==> src/rtl/core/rfsc_pkg.sv <==
// ----------------------------------------------------------------------------
// rfsc_pkg
// Shared constants, status codes and the message length table for the
// receiver frame synchronizer.
// ----------------------------------------------------------------------------
package rfsc_pkg;

  localparam int unsigned BYTE_W     = 8;
  localparam int unsigned POS_W      = 9;
  localparam int unsigned STATUS_W   = 2;
  localparam int unsigned LONGEST_FRAME_DEF = 379;

  localparam logic [BYTE_W-1:0] SYNC_RESET = 8'h8B;

  localparam logic [STATUS_W-1:0] ST_DISCARD  = 2'd0;
  localparam logic [STATUS_W-1:0] ST_IN_FRAME = 2'd1;
  localparam logic [STATUS_W-1:0] ST_GOOD     = 2'd2;
  localparam logic [STATUS_W-1:0] ST_CSUM_ERR = 2'd3;

  // Total frame length per message id, sync and checksum bytes included.
  // Zero marks an unknown id.
  function automatic logic [POS_W-1:0] frame_len_lookup(input logic [BYTE_W-1:0] id);
    logic [POS_W-1:0] len;
    len = '0;
    case (id)
      8'h08:   len = 9'd379;
      8'h02:   len = 9'd48;
      8'h03:   len = 9'd40;
      8'h06:   len = 9'd21;
      8'h07:   len = 9'd22;
      8'h20:   len = 9'd227;
      8'h22:   len = 9'd17;
      8'h23:   len = 9'd67;
      8'h24:   len = 9'd68;
      8'h25:   len = 9'd39;
      8'h26:   len = 9'd32;
      8'h27:   len = 9'd98;
      default: len = '0;
    endcase
    return len;
  endfunction

endpackage

==> src/rtl/core/receiver_frame_sync_checksum.sv <==
// ----------------------------------------------------------------------------
// receiver_frame_sync_checksum
// Byte-stream framer: sync byte hunt, id-based length lookup and 8-bit
// sum checksum check, one status report per received byte.
// ----------------------------------------------------------------------------
// Takes one byte per cycle and returns one report per byte in the cycle
// after acceptance; a new byte is accepted every cycle as long as the report
// register is empty or being drained. Frame length comes from a fixed id
// table, and the final byte of a frame is compared against the modulo-256
// sum of all bytes from the id up to the byte before it. sync_value may be
// changed through cfg_wr_en/cfg_wr_data only while no transaction is in flight.
module receiver_frame_sync_checksum #(
  parameter int unsigned LONGEST_FRAME = rfsc_pkg::LONGEST_FRAME_DEF
) (
  input  logic                           clk,
  input  logic                           rst_n,
  input  logic                           cfg_wr_en,
  input  logic [rfsc_pkg::BYTE_W-1:0]    cfg_wr_data,
  input  logic                           in_valid,
  output logic                           in_ready,
  input  logic [rfsc_pkg::BYTE_W-1:0]    in_rx_byte,
  output logic                           out_valid,
  input  logic                           out_ready,
  output logic [rfsc_pkg::STATUS_W-1:0]  out_status,
  output logic [rfsc_pkg::BYTE_W-1:0]    out_byte_out,
  output logic [rfsc_pkg::POS_W-1:0]     out_position,
  output logic [rfsc_pkg::BYTE_W-1:0]    out_message_id
);
  import rfsc_pkg::*;

  localparam logic [POS_W:0] LEN_LIMIT = (POS_W+1)'(LONGEST_FRAME);

  logic [BYTE_W-1:0]   sync_value_r;
  logic [POS_W-1:0]    byte_count_r, byte_count_nxt;
  logic [BYTE_W-1:0]   frame_id_r, frame_id_nxt;
  logic [POS_W-1:0]    frame_length_r, frame_length_nxt;
  logic [BYTE_W-1:0]   running_sum_r, running_sum_nxt;

  logic                out_valid_r;
  logic [STATUS_W-1:0] out_status_r, out_status_nxt;
  logic [BYTE_W-1:0]   out_byte_r;
  logic [POS_W-1:0]    out_position_r, out_position_nxt;
  logic [BYTE_W-1:0]   out_id_r, out_id_nxt;

  logic                in_fire;
  logic [POS_W-1:0]    tbl_len;
  logic [POS_W-1:0]    id_len;

  assign in_ready = !out_valid_r || out_ready;
  assign in_fire  = in_valid && in_ready;

  assign tbl_len = frame_len_lookup(in_rx_byte);
  assign id_len  = ({1'b0, tbl_len} > LEN_LIMIT) ? '0 : tbl_len;

  always_comb begin
    byte_count_nxt   = byte_count_r;
    frame_id_nxt     = frame_id_r;
    frame_length_nxt = frame_length_r;
    running_sum_nxt  = running_sum_r;
    out_status_nxt   = ST_DISCARD;
    out_position_nxt = '0;
    out_id_nxt       = '0;
    if (byte_count_r == '0) begin
      if (in_rx_byte == sync_value_r) begin
        byte_count_nxt = POS_W'(1);
        out_status_nxt = ST_IN_FRAME;
      end
    end else if (byte_count_r == POS_W'(1)) begin
      out_position_nxt = POS_W'(1);
      if (id_len == '0) begin
        byte_count_nxt   = '0;
        frame_id_nxt     = '0;
        frame_length_nxt = '0;
        running_sum_nxt  = '0;
      end else begin
        byte_count_nxt   = POS_W'(2);
        frame_id_nxt     = in_rx_byte;
        frame_length_nxt = id_len;
        running_sum_nxt  = in_rx_byte;
        out_status_nxt   = ST_IN_FRAME;
        out_id_nxt       = in_rx_byte;
      end
    end else if (frame_length_r == '0 || byte_count_r >= frame_length_r) begin
      byte_count_nxt   = '0;
      frame_id_nxt     = '0;
      frame_length_nxt = '0;
      running_sum_nxt  = '0;
    end else if (byte_count_r == frame_length_r - POS_W'(1)) begin
      out_status_nxt   = (in_rx_byte == running_sum_r) ? ST_GOOD : ST_CSUM_ERR;
      out_position_nxt = byte_count_r;
      out_id_nxt       = frame_id_r;
      byte_count_nxt   = '0;
      frame_id_nxt     = '0;
      frame_length_nxt = '0;
      running_sum_nxt  = '0;
    end else begin
      running_sum_nxt  = running_sum_r + in_rx_byte;
      byte_count_nxt   = byte_count_r + POS_W'(1);
      out_status_nxt   = ST_IN_FRAME;
      out_position_nxt = byte_count_r;
      out_id_nxt       = frame_id_r;
    end
  end

  always_ff @(posedge clk) begin
    if (!rst_n) begin
      sync_value_r   <= SYNC_RESET;
      byte_count_r   <= '0;
      frame_id_r     <= '0;
      frame_length_r <= '0;
      running_sum_r  <= '0;
      out_valid_r    <= 1'b0;
    end else begin
      if (cfg_wr_en) begin
        sync_value_r <= cfg_wr_data;
      end
      if (in_fire) begin
        byte_count_r   <= byte_count_nxt;
        frame_id_r     <= frame_id_nxt;
        frame_length_r <= frame_length_nxt;
        running_sum_r  <= running_sum_nxt;
        out_valid_r    <= 1'b1;
      end else if (out_ready) begin
        out_valid_r <= 1'b0;
      end
    end
  end

  always_ff @(posedge clk) begin
    if (in_fire) begin
      out_status_r   <= out_status_nxt;
      out_byte_r     <= in_rx_byte;
      out_position_r <= out_position_nxt;
      out_id_r       <= out_id_nxt;
    end
  end

  assign out_valid      = out_valid_r;
  assign out_status     = out_status_r;
  assign out_byte_out   = out_byte_r;
  assign out_position   = out_position_r;
  assign out_message_id = out_id_r;

`ifndef SYNTHESIS
  a_fire_gives_result: assert property (@(posedge clk) disable iff (!rst_n)
    in_fire |=> out_valid_r)
    else $error("accepted transaction produced no result");

  a_count_below_len: assert property (@(posedge clk) disable iff (!rst_n)
    (byte_count_r > POS_W'(1)) |-> (frame_length_r != '0 && byte_count_r < frame_length_r))
    else $error("frame counter outside frame length");

  a_len_in_range: assert property (@(posedge clk) disable iff (!rst_n)
    ({1'b0, frame_length_r} <= LEN_LIMIT))
    else $error("frame length above limit");

  a_end_returns_hunt: assert property (@(posedge clk) disable iff (!rst_n)
    (in_fire && byte_count_r > POS_W'(1) && byte_count_r == frame_length_r - POS_W'(1))
    |=> (byte_count_r == '0 && running_sum_r == '0))
    else $error("framer not hunting after frame end");
`endif

endmodule
==> config.mk <==
export PLATFORM = sky130hd
export DESIGN_NAME = receiver_frame_sync_checksum
export DESIGN_NICKNAME = d
export VERILOG_FILES = /design/src/rtl/core/rfsc_pkg.sv /design/src/rtl/core/receiver_frame_sync_checksum.sv
export SDC_FILE = /design/constraint.sdc
export NUM_CORES = 1
export LEC_CHECK = 0
export ABC_AREA = 1
export BUFFER_PORTS_ARGS = -buffer_cell sky130_fd_sc_hd__buf_2
export CORE_MARGIN = 4
export CORE_UTILIZATION = 40
export CTS_BUF_LIST = sky130_fd_sc_hd__clkbuf_4 sky130_fd_sc_hd__clkbuf_8
export DETAILED_ROUTE_END_ITERATION = 12
export SLEW_MARGIN = 25
export SYNTH_ARGS = -nofsm -noshare
export SYNTH_HDL_FRONTEND = slang
export SYNTH_SLANG_ARGS = --single-unit
==> constraint.sdc <==
create_clock -name clk -period 5 [get_ports clk]
set_input_delay 0.25 -clock clk [delete_from_list [all_inputs] [get_ports clk]]
set_output_delay 0.25 -clock clk [all_outputs]
set_load 0.01 [all_outputs]
Word-level counts from Yosys, hierarchy flattened
Cells that the tools add are included.
- output and inout bits: 29
- flip-flop bits (word level): 70
- bits of input ports: 21
- logic and storage cells: 79
- bitwise gates (word level): 1
- equality and inequality tests: 17
- multiplexer cells: 32
- order comparisons: 2
- $add $sub $neg: 3
- reductions and logical operators: 13
- operator list (operator ; count):
    9-bit one-hot mux with 12 select lines ; 1
    9-bit two-way mux ; 10
    8-bit two-way mux ; 9
    8-bit by 6-bit equality test with 1-bit output, second input constant ; 7
    9-bit logical NOT ; 3
    8-bit by 2-bit equality test with 1-bit output, second input constant ; 2
    8-bit by 3-bit equality test with 1-bit output, second input constant ; 2
    8-bit equality test ; 2
    2-bit two-way mux ; 5
    9-bit by 1-bit adder with 9-bit output, second input constant ; 1
    9-bit by 1-bit equality test with 1-bit output, second input constant ; 1
    9-bit equality test ; 1
    9-bit >= comparator ; 1
    9-bit > comparator, second input constant ; 1
    9-bit by 1-bit subtractor with 9-bit output, second input constant ; 1
    8-bit adder ; 1
    8-bit by 4-bit equality test with 1-bit output, second input constant ; 1
    1-bit two-way mux ; 7
    2-bit AND reduction ; 2
    3-bit AND reduction ; 1
    3-bit nonzero test ; 1
    3-bit OR reduction ; 1
    1-bit logical OR ; 2
    2-bit by 1-bit inequality test with 1-bit output, second input constant ; 1
    4 further kinds ; 4

Longest topological paths before layout
Gate-level depths: netlist of the first run.
- depth after elaboration: 8
- mapped depth: 16
- mapped depth without buffers: 16

Least setup slack after synthesis of the first run
Ideal clock, no wire load.
- path kind: register to register
- start: register frame_length_r[2]
- end: register out_status_r[0] (netlist: out_status[0]), data pin
- clock period less this slack: 1962 ps
- setup time: 152 ps
- cell stages (with the launch flop): 13
- path slack: 3038 ps
- required time: 4848 ps
- arrival: 1810 ps
- path buffers: 1
- cells stage by stage: dfxtp_1 > inv_2 > ha_1 > nand2_1 > nand2_1 > nand2_1 > nand2_1 > nand2_1 > nand4_1 > nor3_2 > buf_2 > o21ai_0 > a31oi_1
- longest elaborated chain between the ends: 6
- elaborated cells between the ends (all ways): 9
- classes of those cells: 1 x add/sub; 1 x order compare; 1 x eq/ne; 4 x mux; 2 x reduce/logical
- RTL lines (item ; line ; source):
    start: declaration ; receiver_frame_sync_checksum.sv:36 ; logic [POS_W-1:0] frame_length_r, frame_length_nxt;
    start signal: assignment ; receiver_frame_sync_checksum.sv:120 ; frame_length_r <= frame_length_nxt;
    9-bit by 1-bit subtractor with 9-bit output ; receiver_frame_sync_checksum.sv:88 ; end else if (byte_count_r == frame_length_r - POS_W'(1)) begin
    9-bit equality test ; receiver_frame_sync_checksum.sv:88 ;
    2-bit two-way mux ; receiver_frame_sync_checksum.sv:88 ;
    2-bit two-way mux * ; receiver_frame_sync_checksum.sv:83 ; end else if (frame_length_r == '0 || byte_count_r >= frame_length_r) begin
    2-bit two-way mux * ; receiver_frame_sync_checksum.sv:68 ; end else if (byte_count_r == POS_W'(1)) begin
    2-bit two-way mux * ; receiver_frame_sync_checksum.sv:63 ; if (byte_count_r == '0) begin
    net out_status_nxt[0] ; receiver_frame_sync_checksum.sv:40 ; logic [STATUS_W-1:0] out_status_r, out_status_nxt;
    end signal: assignment ; receiver_frame_sync_checksum.sv:131 ; out_status_r <= out_status_nxt;
    end: declaration ; receiver_frame_sync_checksum.sv:40 ;
The timed path passes the listed nets; every way through them passes the cells marked *.
A chain may end at the register's enable or synchronous reset.

Worst setup path after layout of the first run
- start: register byte_count_r[8]
- end: register out_id_r[3] (netlist: out_message_id[3]), data pin
- longest elaborated chain between the ends: 4
- elaborated cells between the ends (all ways): 6
- classes of those cells: 1 x order compare; 1 x eq/ne; 2 x mux; 2 x reduce/logical
- RTL lines (item ; line ; source):
    start: declaration ; receiver_frame_sync_checksum.sv:34 ; logic [POS_W-1:0] byte_count_r, byte_count_nxt;
    start signal: assignment ; receiver_frame_sync_checksum.sv:118 ; byte_count_r <= byte_count_nxt;
    9-bit >= comparator ; receiver_frame_sync_checksum.sv:83 ;
    1-bit logical OR ; receiver_frame_sync_checksum.sv:83 ;
    8-bit two-way mux ; receiver_frame_sync_checksum.sv:83 ;
    8-bit two-way mux ; receiver_frame_sync_checksum.sv:68 ;
    end signal: assignment ; receiver_frame_sync_checksum.sv:134 ; out_id_r <= out_id_nxt;
    end: declaration ; receiver_frame_sync_checksum.sv:43 ; logic [BYTE_W-1:0] out_id_r, out_id_nxt;
Parallel ways exist; a longest one is shown, timed or not.

==> results by group, run 1 <==
Logic synthesis
  • Top post-synthesis cells by area: dfxtp_1 (21%), edfxtp_1 (20%), nand2_1 (11%), nor2_1 (7.1%), ha_1 (6.4%)
  • Cell area after synthesis: between 4000 and 5000 sq um
  • Post-synth EDFFs: 27
  • Post-synthesis cell count: about 550
  • YS warnings: 0
  • Netlist cell types: 40
  • Synthesized net count: between 500 and 600
  • Area leader, netlist: dfxtp_1
  • Synth Area per Inst: ~7.5 sq um
  • Main synth FF type: dfxtp_1
  • Register area share after synthesis: 40.6%
  • Flop and latch count out of synthesis: 70
  • Post-synthesis async set-or-reset flop share: 0%
  • Top cell type's share of synthesized area: 20.9%

Setup path
  • CP max stage delay: ~0.76 ns
  • Critical Path RT: a little over 5 ns
  • R2r setup slk: around 2.0 ns
  • Worst Reg-to-Reg Cells: 8
  • Cell breakdown of the critical path: ha_1, nand2_1, inv_1, a21oi_1, nand4_1, nor3_2, nand2_1, o22ai_1
  • Crit path kind: reg -> reg
  • R2R Path Start: byte_count_r[8]
  • Worst setup SP type: flip-flop
  • Delay-heaviest family, CP: simple AND/OR/NAND/NOR gates
  • Crit-path max FO: 14
  • CP endpoint kind: flip-flop
  • Most frequent CP cell: nand2_1
  • Slowest CP cell: nor3_2
  • Crit path buf inv count: 1
  • CP arrival: 3.22 ns
  • Worst R2R End: out_message_id[3]

Floorplanning
  • Die area: ~12,000 sq um
  • Die Ht: between 100 and 150 um
  • Die width: 109 um
  • Initial Util: between 40% and 50%
  • # rows: 36
  • Io pins: 50
  • Total core area: approximately 9900 sq um

Clock network
  • Clock-pin slew on the worst setup and hold paths: about 0.08 ns
  • Clock sink total: 70
  • Clock Tree Buf Depth: 2
  • Root buffer cell: clkbuf_8
  • H-tree Lvls: 3
  • Worst skew pair latency: between 0.3 and 0.4 ns
  • Post-CTS sizing: 0
  • Setup bufs post-CTS: 0
  • TritonCTS clock tree: built
  • CTS buffer count: 9
  • Post-cts hold buffer count: 0

Place
  • IO buf count: 49
  • Hpwl dp: approximately 7600 um
  • Routability cong.: roughly 0.87

Min path
  • WHS Path Cells: 3
  • Worst hold path class: in -> reg
  • Hold_sp: cfg_wr_data[0]
  • Hold Path End: sync_value_r[0]

Power
  • Power consumption: about 1.3 mW
  • Static Leakage: roughly 2.1 nW
  • Power per cell area: between 200 and 300 nW/um^2
  • Peak VDD IR: 0.000140 V

Global route
  • GR Overflow Total: 0
  • Initial antenna violation count: 0
  • First-pass GRT wire length: between 15,000 and 20,000 um
  • Vias in the first global route: between 3,000 and 4,000
  • Largest net degree at the start of global routing: 36
  • Global-route usage over all layers: between 15 and 20%

Routing
  • Final WL: 9930 um
  • DRT iter0 DRCs: between 200 and 250
  • Via-to-Cell Ratio: 5.03
  • DR WL/cell: between 10 and 15 um
  • Final ANT Viol Nets: 0
  • DR pass1 iterations: 4
  • Via count: 3,687
  • Post-detailed-route DRC marker count: 0

Timing
  • Unrepaired setup endpoints after global routing: false
  • Fin. Hold Viols: 0
  • Final Skew: ~0.012 ns
  • Setup_tns: 0 ns
  • Period utilisation layout: 60.7%
  • Achievable clock frequency: 329 MHz
  • Worst-Margin Slew: ~0.97 ns
  • Worst relative slew slack: roughly a third
  • Max Slew Vio Count: 0
  • Final critical path time including I/O delays and setup: ~3 ns
  • Final setup violation count: 0

Layout
  • Fraction of layout cells with a size suffix above 1: around 16%
  • Fin util: a little under half
  • # nets final: between 600 and 700
  • Layout area overhead: 14.4%
  • N_diodes: 0

Job
  • Max-cap viol count: 0

Run status
  • Status: finished, final reports clean
-- cell families (layout without fill, tap and decap cells) --
family | Yosys count | in the layout | synth area share (%)
flops | 70 | 70 | 40.6
buf+inv | 76 | 128 | 7.17
compound gates | 61 | 61 | 8.32
simple gates | 304 | 304 | 33.9
xor+xnor | 15 | 15 | 3.19
fa+ha+maj | 22 | 22 | 6.87
-- layer usage --
layer	track usage (%)	part of all wire (%)
met2	28.5	46
met1	25.3	49
met5	0	0
met4	4.99	1.5
met3	2.99	4.2
-- through the flow --
step / std cells / area, sq um / hold WS [ns] / setup slack, ns
2_1_floorplan: 548 / 4120 / 0.349 / 3.04
3_3_place_gp: 717 / 4480 / 0.461 / 2.06
3_5_place_dp: 717 / 4480 / 0.463 / 1.99
4_1_cts: 733 / 4710 / 0.0887 / 1.96
5_1_grt: 733 / 4710 / 0.107 / 1.58
6_report: 733 / 4710 / 0.0976 / 1.96
-- flip-flops by register name (all words and copies together), names as in the netlist --
| name | flops |
|---|---|
| byte_count_r | 9 |
| frame_length_r | 9 |
| out_position | 9 |
| frame_id_r | 8 |
| out_byte_out | 8 |
| out_message_id | 8 |
| running_sum_r | 8 |
| sync_value_r | 8 |
| out_status | 2 |
| out_valid | 1 |
-- layout make-up --
class / instances / area [sq um]
Sequential cell: 70 / 1670
Multi-Input combinational cell: 402 / 2150
Clock buffer: 9 / 124
Tap cell: 133 / 166
Fill cell: 1014 / 5200
Inverter: 62 / 233
Timing Repair Buffer: 50 / 253
Clock inverter: 7 / 113
-- layout by cell type (no fill, tap or decap), types with 5 or more instances in the layout --
cell	n
nand4_1	17
edfxtp_1	27
nor4_1	5
ha_1	21
xnor2_1	6
inv_1	52
nand3_1	51
nand2_1	125
dfxtp_1	43
a21oi_1	23
inv_2	10
a31oi_1	5
xor2_1	9
nor2_1	78
nor3_1	9
clkbuf_8	9
buf_2	49
o21ai_0	18
-- worst max-delay path by stage --
stage | from | end | slack, ns | depth (start not counted)
floorplan | frame_length_r[2] | out_status[0] | 3.04 | 12
global placement | frame_length_r[3] | out_message_id[1] | 2.06 | 11
detailed placement | byte_count_r[8] | out_message_id[1] | 1.99 | 8
CTS | byte_count_r[8] | out_message_id[1] | 1.96 | 8
global route | byte_count_r[8] | out_message_id[3] | 1.58 | 8
finish | byte_count_r[8] | out_message_id[3] | 1.96 | 8
-- where the power goes --
part	internal [mW]	leakage (nW)	switching (mW)	total [mW]
clock	0.329	0.121	0.226	0.555
combinational	0.0298	1.39	0.0576	0.0874
sequential	0.608	0.620	0.00572	0.614
total	0.967	2.13	0.290	1.26
-- tightest hold or removal path, stage by stage --
cell and delay, ns:
buf_2 0.07, nand2_1 0.04, nand3_1 0.06
-- synth_stat cells (2+ instances only) --
master and number:
nand2_1 125, nor2_1 78, inv_1 53, nand3_1 51
dfxtp_1 43, edfxtp_1 27, a21oi_1 23, ha_1 21
o21ai_0 18, nand4_1 17, inv_2 9, nor3_1 9
xor2_1 9, clkbuf_1 7, xnor2_1 6, a31oi_1 5
buf_2 5, nor4_1 5, nand3_2 4, o22ai_1 4
a21oi_2 3, nor2_2 3, o21ai_1 3, or2_2 3
nor3_2 2
Note: power is estimated with default switching activity, not from simulation.
==> run 2: changes to the inputs <==
Settings changed: ABC_AREA 1 to 0.
Clock period 5 ns to 2.6 ns, I/O delays scaled along.
==> run 2 against run 1 <==
Effect of this change: global-route usage down 0.10 points; area after synthesis down 4.6%; worst setup slack worse by 1.8 ns; highest routed layer unchanged.
==> results by group, run 2 <==
Timing
  • Achievable clock frequency: 405 MHz (+23%)
  • Final hold slack: 0.0121 ns (-0.0855 ns)
  • Fin. Hold Viols: 0 (unchanged)
  • Final Skew: 0.00955 ns (-0.00287 ns)
  • Max Slew Vio Count: 0 (unchanged)
  • Worst-Margin Slew: 0.465 ns (-0.504 ns)
  • Unrepaired setup endpoints after global routing: false
  • Final critical path time including I/O delays and setup: 2.47 ns (-0.569 ns)
  • Worst relative slew slack: 68.8% (+34 points)
  • Final setup violation count: 0 (unchanged)
  • Period utilisation layout: 94.9% (+34 points)
  • Setup_tns: 0 ns (unchanged)

Layout
  • Commonest non-fill, non-tap cell in the layout: buf_2
  • N_diodes: 0 (unchanged)
  • Fin util: 51.0% (+3.5 points)
  • Sequential Area: 1680 sq um (+0.37%)
  • Commonest non-fill, non-tap cells in the layout: buf_2 (49), dfxtp_1 (40), nand2_1 (34)
  • FILL cells: 874 (-14%)
  • # nets final: 524 (-18%)
  • Multi-input logic area: 2110 sq um (-2.0%)
  • Layout area overhead: 22.3%
  • Fraction of layout cells with a size suffix above 1: 23.5% (+7.3 points)

Routing
  • DRT iter0 DRCs: 195 (-5.3%)
  • Final WL: 9990 um (+0.55%)
  • Final ANT Viol Nets: 0 (unchanged)
  • Via-to-Cell Ratio: 5.42 (+7.7%)
  • DR WL/cell: 16.2 um (+20%)
  • Via count: 3,332 (-9.6%)
  • DR pass1 iterations: 5 (+1)
  • Post-detailed-route DRC marker count: 0 (unchanged)

Logic synthesis
  • Flop and latch count out of synthesis: 70 (unchanged)
  • Post-synthesis cell count: 403 (-26%)
  • Top post-synthesis cells by area: dfxtp_1 (22%), edfxtp_1 (21%), ha_1 (6.7%), xor2_1 (3.6%), nand2_1 (3.2%)
  • Top cell type's share of synthesized area: 21.9% (+1.0 points)
  • YS warnings: 0 (unchanged)
  • Synthesized net count: 446 (-25%)
  • Netlist cell types: 65 (+63%)
  • Main synth FF type: dfxtp_1
  • Post-synthesis async set-or-reset flop share: 0% (unchanged)
  • Most frequent cell after synthesis: dfxtp_1
  • Top cells by count, synth: dfxtp_1 (43), nand2_1 (34), edfxtp_1 (27)
  • Area leader, netlist: dfxtp_1
  • Post-synth EDFFs: 27 (unchanged)
  • Synth Area per Inst: 9.75 sq um (+30%)
  • Cell area after synthesis: 3930 sq um (-4.6%)
  • Register area share after synthesis: 42.5% (+2.0 points)

Global route
  • Met1 usage: 24.4% (-0.92 points)
  • First-pass GRT wire length: 16,000 um (-5.7%)
  • GR Overflow Total: 0 (unchanged)
  • Routing usage on met3: 4.64% (+1.6 points)
  • Initial antenna violation count: 0 (unchanged)
  • Vias in the first global route: 3,131 (-9.9%)
  • Grt peak-use layer: met2
  • Met2 Use GR: 27.1% (-1.4 points)
  • Global-route usage over all layers: 17.9% (-0.10 points)
  • Largest net degree at the start of global routing: 22 (-39%)

Clock network
  • TritonCTS clock tree: built
  • Worst skew pair latency: 0.36 ns (about the same)
  • H-tree Lvls: 3 (unchanged)
  • CTS buffer count: 9 (unchanged)
  • Clock sink total: 70 (unchanged)
  • Clock Tree Buf Depth: 2 (unchanged)
  • Root buffer cell: clkbuf_8
  • Clock-pin slew on the worst setup and hold paths: 0.08 ns (about the same)

Setup path
  • CP arrival: 2.72 ns (-0.50 ns)
  • CP endpoint kind: flip-flop
  • Crit-path max FO: 11 (-3)
  • R2R Path Start: frame_length_r[0]
  • Critical Path Start: frame_length_r[0]
  • Worst setup SP type: flip-flop
  • Critical Path RT: 2.85 ns (-2.33 ns)
  • Crit path kind: reg -> reg

Power
  • Net Sw Frac: 23.8% (+0.77 points)
  • Power per cell area: 490 nW/um^2 (+84%)
  • Net Sw Power: 0.561 mW (+94%)
  • Combinational share of power: 8.2% (+1.2 points)
  • Power consumption: 2.36 mW (+88%)
  • Clk pwr share: 41.9% (-2.3 points)
  • Peak VDD IR: 0.000207 V (+48%)
  • Static Leakage: 1.98 nW (-7.1%)
  • P_int: 1.80 mW (+86%)
  • Sequential Power Share: 49.9% (+1.0 points)

Place
  • Hpwl dp: 7150 um (-5.7%)
  • IO buf count: 49 (unchanged)
  • Routability cong.: 0.893 (+3.0%)

Floorplanning
  • Die Ht: 107 um (-2.2%)
  • # rows: 35 (-2.8%)
  • Die area: 11,500 sq um (-4.3%)
  • Total core area: 9420 sq um (-5.0%)
  • Die width: 107 um (-2.2%)
  • Io pins: 50 (unchanged)
  • Initial Util: 41.7% (+0.16 points)

Run status
  • Status: finished, final reports clean

Job
  • Max-cap viol count: 0 (unchanged)

Min path
  • Worst hold path class: in -> reg
  • Hold_sp: cfg_wr_data[4]
run 2: area by class of cell:
type	instances	share of cell area (%)
inverter	17	1.43
multi-input combinational	295	43.9
timing repair buffer	88	11.8
clock buffer	10	2.73
clock inverter	6	1.80
sequential	70	34.9
tap	129	3.36
run 2: final timing paths:
path                                          end  slack, ns  cells after the start
worst max-delay path            frame_length_r[5]       0.13                     11
worst min-delay path              sync_value_r[4]       0.01                      3
worst max register to register  frame_length_r[5]       0.13                     11
worst min register to register      frame_id_r[6]       0.45                      1
run 2: timing repair:
| action | CTS | global route |
|---|---|---|
| hold buffers | 5 | 1 |
| gates resized for setup | 0 | 14 |
| pin swaps | 1 | 4 |
| cloned | 0 | 0 |
| setup endpoints to repair | 3 | 32 |
| buffers inserted | 1 | 5 |
| hold endpoints to repair | 5 | 1 |
run 2: kinds of logic after synthesis:
group	after synthesis	share of synthesized area [%]
AO/OA/AOI/OAI	99	17.4
buffers and inverters	38	4.65
flip-flops	70	42.5
AND/OR/NAND/NOR	133	18.7
XOR/XNOR	29	6.46
adder cells (fa/ha/maj)	23	7.45
multiplexers	11	2.80
run 2: power by group through the flow:
stage               sequential (mW)  combinational, mW  clock (mW)
floorplan                      1.22             0.0925           0
global placement               1.20              0.185           0
detailed placement             1.20              0.186           0
CTS                            1.18              0.193        1.01
global route                   1.18              0.213        1.07
finish                         1.18              0.193       0.987
run 2: layer usage:
layer	part of all wire [%]	vias to the layer above	wire length [um]
li1	-	1639	-
met1	47	1586	4730
met2	45	91	4530
met3	5.5	16	553
met4	1.8	0	179
met5	0	-	0
run 2: through the flow:
stage	std cells	instance area [sq um]	setup WS (ns)
after CTS	609	4710	0.0414
after global routing	615	4800	0.00270
after floorplan	403	3930	0.203
after global placement	587	4430	0.109
final	615	4800	0.132
after detailed placement	587	4430	0.0141
run 2: worst max-delay path: stages (launching register included):
cell and delay, ns:
dfxtp_4 0.37, inv_4 0.06, ha_4 0.13, nor3b_4 0.26, mux2i_1 0.22, mux2i_1 0.13, a2111oi_4 0.35, a21oi_2 0.13
buf_4 0.15, o21a_1 0.19, buf_12 0.14, a22o_1 0.22
